`src/rtl/mac_learning_table_assert.svh`:
```
// Assertion macros for the MAC learning table.
// Used by the top level only; clocked on clk_i, disabled while rst_ni is low.
`ifndef MAC_LEARNING_TABLE_ASSERT_SVH
`define MAC_LEARNING_TABLE_ASSERT_SVH
`ifndef SYNTHESIS
`define MLT_ASSERT(lbl, prop) \
  lbl: assert property (@(posedge clk_i) disable iff (!rst_ni) prop) \
    else $error("mac_learning_table assertion failed");
`define MLT_ASSERT_NEVER(lbl, cond) \
  `MLT_ASSERT(lbl, !(cond))
`else
`define MLT_ASSERT(lbl, prop)
`define MLT_ASSERT_NEVER(lbl, cond)
`endif
`endif

```
`src/rtl/mlt_pkg.sv`:
```
// Shared types and codes of the MAC learning table.
// No dependencies; used by mlt_cell and mac_learning_table.
package mlt_pkg;

  localparam int unsigned MacW     = 48;
  localparam int unsigned PortW    = 6;
  localparam int unsigned OutIdxW  = 6;
  localparam int unsigned OutcomeW = 2;

  localparam logic [OutcomeW-1:0] OUTCOME_UPDATED  = 2'd0;
  localparam logic [OutcomeW-1:0] OUTCOME_INSERTED = 2'd1;
  localparam logic [OutcomeW-1:0] OUTCOME_FULL     = 2'd2;

  // search token flags passed from cell to cell
  typedef struct packed {
    logic vld;
    logic hit;
    logic free;
  } tok_flags_t;

  // table write command broadcast to all cells
  typedef struct packed {
    logic en;
    logic insert;
  } wr_cmd_t;

endpackage

```
`src/rtl/mlt_cell.sv`:
```
// One table entry plus one stage of the search chain.
// Depends on mlt_pkg.
module mlt_cell #(
  parameter int unsigned IdxW    = 6,
  parameter int unsigned CellIdx = 0
) (
  input  logic                      clk_i,
  input  logic                      rst_ni,
  input  logic [mlt_pkg::MacW-1:0]  key_mac_i,
  input  logic [mlt_pkg::PortW-1:0] key_port_i,
  input  mlt_pkg::wr_cmd_t          wr_i,
  input  logic [IdxW-1:0]           wr_idx_i,
  input  mlt_pkg::tok_flags_t       tok_i,
  input  logic [IdxW-1:0]           tok_hit_idx_i,
  input  logic [IdxW-1:0]           tok_free_idx_i,
  output mlt_pkg::tok_flags_t       tok_o,
  output logic [IdxW-1:0]           tok_hit_idx_o,
  output logic [IdxW-1:0]           tok_free_idx_o
);

  localparam logic [IdxW-1:0] MyIdx = IdxW'(CellIdx);

  logic                      valid_q;
  logic [mlt_pkg::MacW-1:0]  mac_q;
  logic [mlt_pkg::PortW-1:0] port_q;

  mlt_pkg::tok_flags_t tok_d, tok_q;
  logic [IdxW-1:0]     hit_idx_d, hit_idx_q;
  logic [IdxW-1:0]     free_idx_d, free_idx_q;

  logic match, sel;

  assign match = valid_q && (mac_q == key_mac_i);
  assign sel   = wr_i.en && (wr_idx_i == MyIdx);

  always_comb begin
    tok_d.vld  = tok_i.vld;
    tok_d.hit  = tok_i.hit | match;
    tok_d.free = tok_i.free | !valid_q;
    hit_idx_d  = tok_i.hit ? tok_hit_idx_i : MyIdx;
    free_idx_d = tok_i.free ? tok_free_idx_i : MyIdx;
  end

  always_ff @(posedge clk_i or negedge rst_ni) begin
    if (!rst_ni) begin
      valid_q <= 1'b0;
      tok_q   <= '0;
    end else begin
      tok_q <= tok_d;
      if (sel && wr_i.insert) begin
        valid_q <= 1'b1;
      end
    end
  end

  always_ff @(posedge clk_i) begin
    hit_idx_q  <= hit_idx_d;
    free_idx_q <= free_idx_d;
    if (sel) begin
      port_q <= key_port_i;
      if (wr_i.insert) begin
        mac_q <= key_mac_i;
      end
    end
  end

  assign tok_o          = tok_q;
  assign tok_hit_idx_o  = hit_idx_q;
  assign tok_free_idx_o = free_idx_q;

endmodule

```
`src/rtl/mac_learning_table.sv`:
```
// Top level of the MAC learning table: key registers, cell chain, result logic.
// Depends on mlt_pkg, mlt_cell and mac_learning_table_assert.svh.
//
// Usage:
//   A learn request (mac_address_i, port_number_i) is transferred at a rising
//   edge with start_i high and busy_o low. busy_o then stays high while a search
//   token walks the chain of cells, one entry per cycle, collecting the first
//   matching entry and the lowest free entry.
//   When the token leaves the last cell the table is written (port update or
//   insert) and the result appears on outcome_o / entry_index_o with done_o high
//   for exactly one cycle. The receiver cannot stall; the result is transferred
//   at the edge ending that cycle.
//   Between the start transfer and done_o lie go_q, the token register of every
//   cell and done_q. The table takes no new request while a token is in the
//   chain; busy_o falls as done_o rises.
//   Reset clears all valid bits at once; no clearing pass is needed. Entry
//   index reports the low 6 bits of the entry number; it is zero when full.
module mac_learning_table #(
  parameter int unsigned TABLE_ENTRIES = 64
) (
  input  logic                              clk_i,
  input  logic                              rst_ni,
  input  logic                              start_i,
  output logic                              busy_o,
  input  logic [mlt_pkg::MacW-1:0]          mac_address_i,
  input  logic [mlt_pkg::PortW-1:0]         port_number_i,
  output logic                              done_o,
  output logic [mlt_pkg::OutcomeW-1:0]      outcome_o,
  output logic [mlt_pkg::OutIdxW-1:0]       entry_index_o
);

  localparam int unsigned IdxW = $clog2(TABLE_ENTRIES);
  localparam int unsigned ExtW = IdxW + mlt_pkg::OutIdxW;

  logic                      busy_q, go_q, done_q;
  logic [mlt_pkg::MacW-1:0]  key_mac_q;
  logic [mlt_pkg::PortW-1:0] key_port_q;
  logic [mlt_pkg::OutcomeW-1:0] outcome_d, outcome_q;
  logic [mlt_pkg::OutIdxW-1:0]  entry_index_d, entry_index_q;

  mlt_pkg::tok_flags_t tok_f        [TABLE_ENTRIES+1];
  logic [IdxW-1:0]     tok_hit_idx  [TABLE_ENTRIES+1];
  logic [IdxW-1:0]     tok_free_idx [TABLE_ENTRIES+1];
  logic [TABLE_ENTRIES-1:0] tok_vld;

  mlt_pkg::tok_flags_t last;
  mlt_pkg::wr_cmd_t    wr;
  logic [IdxW-1:0]     wr_idx;
  logic [ExtW-1:0]     idx_ext;
  logic                accept;

  assign accept = start_i && !busy_q;

  assign tok_f[0].vld     = go_q;
  assign tok_f[0].hit     = 1'b0;
  assign tok_f[0].free    = 1'b0;
  assign tok_hit_idx[0]   = '0;
  assign tok_free_idx[0]  = '0;

  for (genvar k = 0; k < TABLE_ENTRIES; k++) begin : g_cell
    mlt_cell #(
      .IdxW    (IdxW),
      .CellIdx (k)
    ) u_cell (
      .clk_i          (clk_i),
      .rst_ni         (rst_ni),
      .key_mac_i      (key_mac_q),
      .key_port_i     (key_port_q),
      .wr_i           (wr),
      .wr_idx_i       (wr_idx),
      .tok_i          (tok_f[k]),
      .tok_hit_idx_i  (tok_hit_idx[k]),
      .tok_free_idx_i (tok_free_idx[k]),
      .tok_o          (tok_f[k+1]),
      .tok_hit_idx_o  (tok_hit_idx[k+1]),
      .tok_free_idx_o (tok_free_idx[k+1])
    );
    assign tok_vld[k] = tok_f[k+1].vld;
  end

  assign last = tok_f[TABLE_ENTRIES];

  always_comb begin
    wr.en     = last.vld && (last.hit || last.free);
    wr.insert = !last.hit;
    if (last.hit) begin
      wr_idx    = tok_hit_idx[TABLE_ENTRIES];
      outcome_d = mlt_pkg::OUTCOME_UPDATED;
    end else if (last.free) begin
      wr_idx    = tok_free_idx[TABLE_ENTRIES];
      outcome_d = mlt_pkg::OUTCOME_INSERTED;
    end else begin
      wr_idx    = '0;
      outcome_d = mlt_pkg::OUTCOME_FULL;
    end
    idx_ext       = ExtW'(wr_idx);
    entry_index_d = idx_ext[mlt_pkg::OutIdxW-1:0];
  end

  always_ff @(posedge clk_i or negedge rst_ni) begin
    if (!rst_ni) begin
      busy_q <= 1'b0;
      go_q   <= 1'b0;
      done_q <= 1'b0;
    end else begin
      go_q   <= accept;
      done_q <= last.vld;
      if (accept) begin
        busy_q <= 1'b1;
      end else if (last.vld) begin
        busy_q <= 1'b0;
      end
    end
  end

  always_ff @(posedge clk_i) begin
    if (accept) begin
      key_mac_q  <= mac_address_i;
      key_port_q <= port_number_i;
    end
    if (last.vld) begin
      outcome_q     <= outcome_d;
      entry_index_q <= entry_index_d;
    end
  end

  assign busy_o        = busy_q;
  assign done_o        = done_q;
  assign outcome_o     = outcome_q;
  assign entry_index_o = entry_index_q;

`include "mac_learning_table_assert.svh"

  `MLT_ASSERT(a_busy_after_start, accept |=> busy_o)
  `MLT_ASSERT_NEVER(a_done_while_busy, done_o && busy_o)
  `MLT_ASSERT(a_single_token, $onehot0({go_q, tok_vld}))
  `MLT_ASSERT(a_full_index_zero, (done_o && outcome_o == mlt_pkg::OUTCOME_FULL) |-> (entry_index_o == '0))

endmodule
```
`config.mk`:
```
export PLATFORM = sky130hd
export DESIGN_NAME = mac_learning_table
export DESIGN_NICKNAME = d
export VERILOG_FILES = /design/src/rtl/mlt_pkg.sv /design/src/rtl/mlt_cell.sv /design/src/rtl/mac_learning_table.sv
export VERILOG_INCLUDE_DIRS = /design/src /design/src/rtl
export SDC_FILE = /design/constraint.sdc
export NUM_CORES = 2
export LEC_CHECK = 0
export BUFFER_PORTS_ARGS = -buffer_cell sky130_fd_sc_hd__buf_2
export CAP_MARGIN = 20
export CORE_MARGIN = 1
export CORE_UTILIZATION = 45
export CTS_BUF_LIST = sky130_fd_sc_hd__clkbuf_16
export DETAILED_ROUTE_END_ITERATION = 8
export GPL_ROUTABILITY_DRIVEN = 0
export GPL_TIMING_DRIVEN = 0
export HOLD_SLACK_MARGIN = 0.15
export PLACE_DENSITY = 0.69
export SYNTH_ARGS = -nofsm -noshare
export SYNTH_HDL_FRONTEND = slang
export SYNTH_HIERARCHICAL = 1
export SYNTH_SLANG_ARGS = --single-unit
```
`constraint.sdc`:
```
create_clock -name clk_i -period 8.7 [get_ports clk_i]
set_input_delay 1.74 -clock clk_i [delete_from_list [all_inputs] [get_ports clk_i]]
set_output_delay 1.74 -clock clk_i [all_outputs]
set_load 0.005 [all_outputs]
```
==> results by group <==
Die
  • Initial core utilization: a little under half
  • Core Rows: about 220
  • IO Pins: 67
  • Die area: 354000 sq um
  • Die Height: between 500 and 600 microns
  • Core Area: between 300000 and 400000 sq um
  • Chip Width: 594.9 microns

Timing
  • Clock skew: around 63 ps
  • Worst Max-Slew Pin Slew: 1126 ps
  • Final Cycle Share: between 50% and 60%
  • Slew Viols, Final: 0
  • RSZ-0062 raised after global routing: no
  • Fmax: ~220 MHz
  • Final Hold Vio Count: 0
  • Relative slew slack: between 20% and 30%
  • Worst Slack Setup Final: just over 4000 ps
  • Fin Setup TNS: 0 ps
  • Setup violators final: 0
  • Tmin final: around 4600 ps

Job
  • Max cap viols: 0

Setup path
  • Critical-path cell list: inv_1 -> nor2_4 -> buf_12 -> buf_12 -> nand2_1 -> nor4_2 -> buf_4 -> buf_4 -> buf_4 -> buf_4 -> buf_4
  • Critical setup path kind: register to register
  • CP most frequent cell: buf_4
  • CP max-delay cell: dfrtp_1
  • Worst setup EP type: register
  • Critical Path Start Type: register
  • Crit path max fanout: 21
  • WP data required: 9370 ps
  • Max stage delay on crit path: ~800 ps
  • CP Data Arrival Time: 5220 ps

Logic synthesis
  • Mapped cell area: 158200 sq um
  • Syn Area/Cell: ~16 sq um
  • Gate Count Post-Synth: slightly below 10000
  • Ys Warns: 6

GRT
  • Grt ovf: 0
  • Vias in the first global route: 92020
  • First-pass GRT wire length: roughly 600000 microns
  • GRT Total Usage: 21.77%
  • Largest net degree at the start of global routing: 99
  • Initial antenna violation count: 12

Drt
  • Wire length per cell: between 20 and 25 microns
  • DRC viols: 0
  • Starting DRT DRC Count: 7788
  • Via/cell ratio: between 5 and 6
  • Total wire length: ~400000 microns
  • Via Count: roughly 90000
  • DR pass1 iterations: 6
  • Post-DRT Antenna Nets: 0

Power and ir drop
  • Leakage Power: between 60 and 70 nW
  • PwrDens: roughly 210 nW/um^2
  • Max rail drop VDD: ~0.2 mV

CTS
  • Clock Path Buffers: 4
  • Post-CTS sizing: 0
  • Root Buffer: clkbuf_16
  • Num CTS Buffers: between 400 and 500
  • CTS Hold Buffers Added: 0
  • Post-CTS Setup Bufs: 0
  • CTS tree: done
  • Clock latency on the worst-skew pair: around 960 ps
  • H-tree Lvls: 5
  • Clk pin slew, worst setup/hold paths: 70 ps
  • CTS sink count: approximately 4200

Outcome
  • Status: completed

Placed design
  • Port Buffer Count: 60
  • HPWL Detailed: 269500 microns
  • Dpl ws: between 4000 and 5000 ps

Worst hold path
  • Hold Crit Class: register to register

Layout
  • Nets: 11130
  • Layout cells sized above 1: 14.08%
  • Area Overhead vs Synth: 22.84%
[worst max-delay path, delay by kind of cell, from the launching register on]
family,cells,cell delay (ps)
buffers and inverters,8,2120
AND/OR/NAND/NOR,3,1230
flip-flops,1,820
[area by class of cell]
class                   count  area (sq um)
fillers                 25960        155400
well taps                4599          5754
clock buffers             446         11160
flip-flops and latches   4155        115800
repair buffers            774         16060
clock inverters           337          2514
inverters                 442          1662
multi-input cells        5281         41360
plain buffers               2         22.52
diodes                      8         20.02
[final timing paths]
path,startpoint,endpoint,slack [ps],cells after the start
hold / removal,g_cell[9].u_cell/tok_o[2],g_cell[10].u_cell/tok_o[2],320,0
max in group asynchronous,rst_ni,g_cell[56].u_cell/valid_q,6900,3
setup reg to reg,g_cell[63].u_cell/tok_o[2],g_cell[11].u_cell/mac_q[30],4150,11
setup / recovery,g_cell[63].u_cell/tok_o[2],g_cell[11].u_cell/mac_q[30],4150,11
min in group asynchronous,rst_ni,g_cell[29].u_cell/tok_o[0],620,1
hold reg to reg,g_cell[9].u_cell/tok_o[2],g_cell[10].u_cell/tok_o[2],320,0
[state kept, by name, summed over array words and instances (netlist names)]
| name | flops |
|---|---|
| g_cell.u_cell/tok_o | 192 |
| g_cell.u_cell/valid_q | 64 |
| g_cell.u_cell/tok_free_idx_o | 384 |
| go_q | 1 |
| entry_index_o | 6 |
| g_cell.u_cell/mac_q | 3072 |
| g_cell.u_cell/tok_hit_idx_o | 384 |
| key_mac_q | 48 |
| done_o | 1 |
| busy_o | 1 |
| outcome_o | 2 |
[through the flow]
stage	cell area, sq um	total power [mW]	instances	util, %	hold slack [ps]
CTS	194300	40.77	16030	55.56	330.1
global placement	164400	23.02	14540	47.00	337.4
floorplan	158300	22.48	9880	-	331.2
detailed placement	180600	23.34	15250	51.65	334.7
global route	194300	41.62	16040	55.57	339.2
finish	194300	40.51	16040	55.57	316.7
[layout by cell type (no fill, tap or decap), types with 58 or more instances in the layout]
| cell | count |
|---|---|
| edfxtp_1 | 3128 |
| nor3_1 | 64 |
| xnor2_1 | 1040 |
| nor4_2 | 94 |
| nand2b_1 | 460 |
| buf_4 | 127 |
| dfrtp_1 | 259 |
| inv_1 | 530 |
| nand4_1 | 356 |
| clkinv_1 | 67 |
| clkbuf_16 | 446 |
| buf_2 | 59 |
| dfxtp_1 | 768 |
| nor2_1 | 59 |
| and2_1 | 384 |
| or2_2 | 58 |
| clkinv_2 | 79 |
| o22ai_1 | 128 |
| a22o_1 | 112 |
| buf_16 | 475 |
| nor4_1 | 382 |
| xor2_1 | 1600 |
[power breakdown]
group	switching (mW)	internal, mW
Combinational	0.814	0.662
Sequential	0.105	21.3
Clock	7.55	10.0
[metal layers]
metal  vias to the layer above  track usage (%)  wire [microns]  share of wire, %
met4                         0            8.223           14680               3.8
met2                      3332            36.76          190900                49
met5                         -                0               0                 0
li1                      38550                -               -                 -
met1                     45350            28.99          160600                41
met3                       857            2.475           24370               6.2
Note: power is estimated with default switching activity, not from simulation.
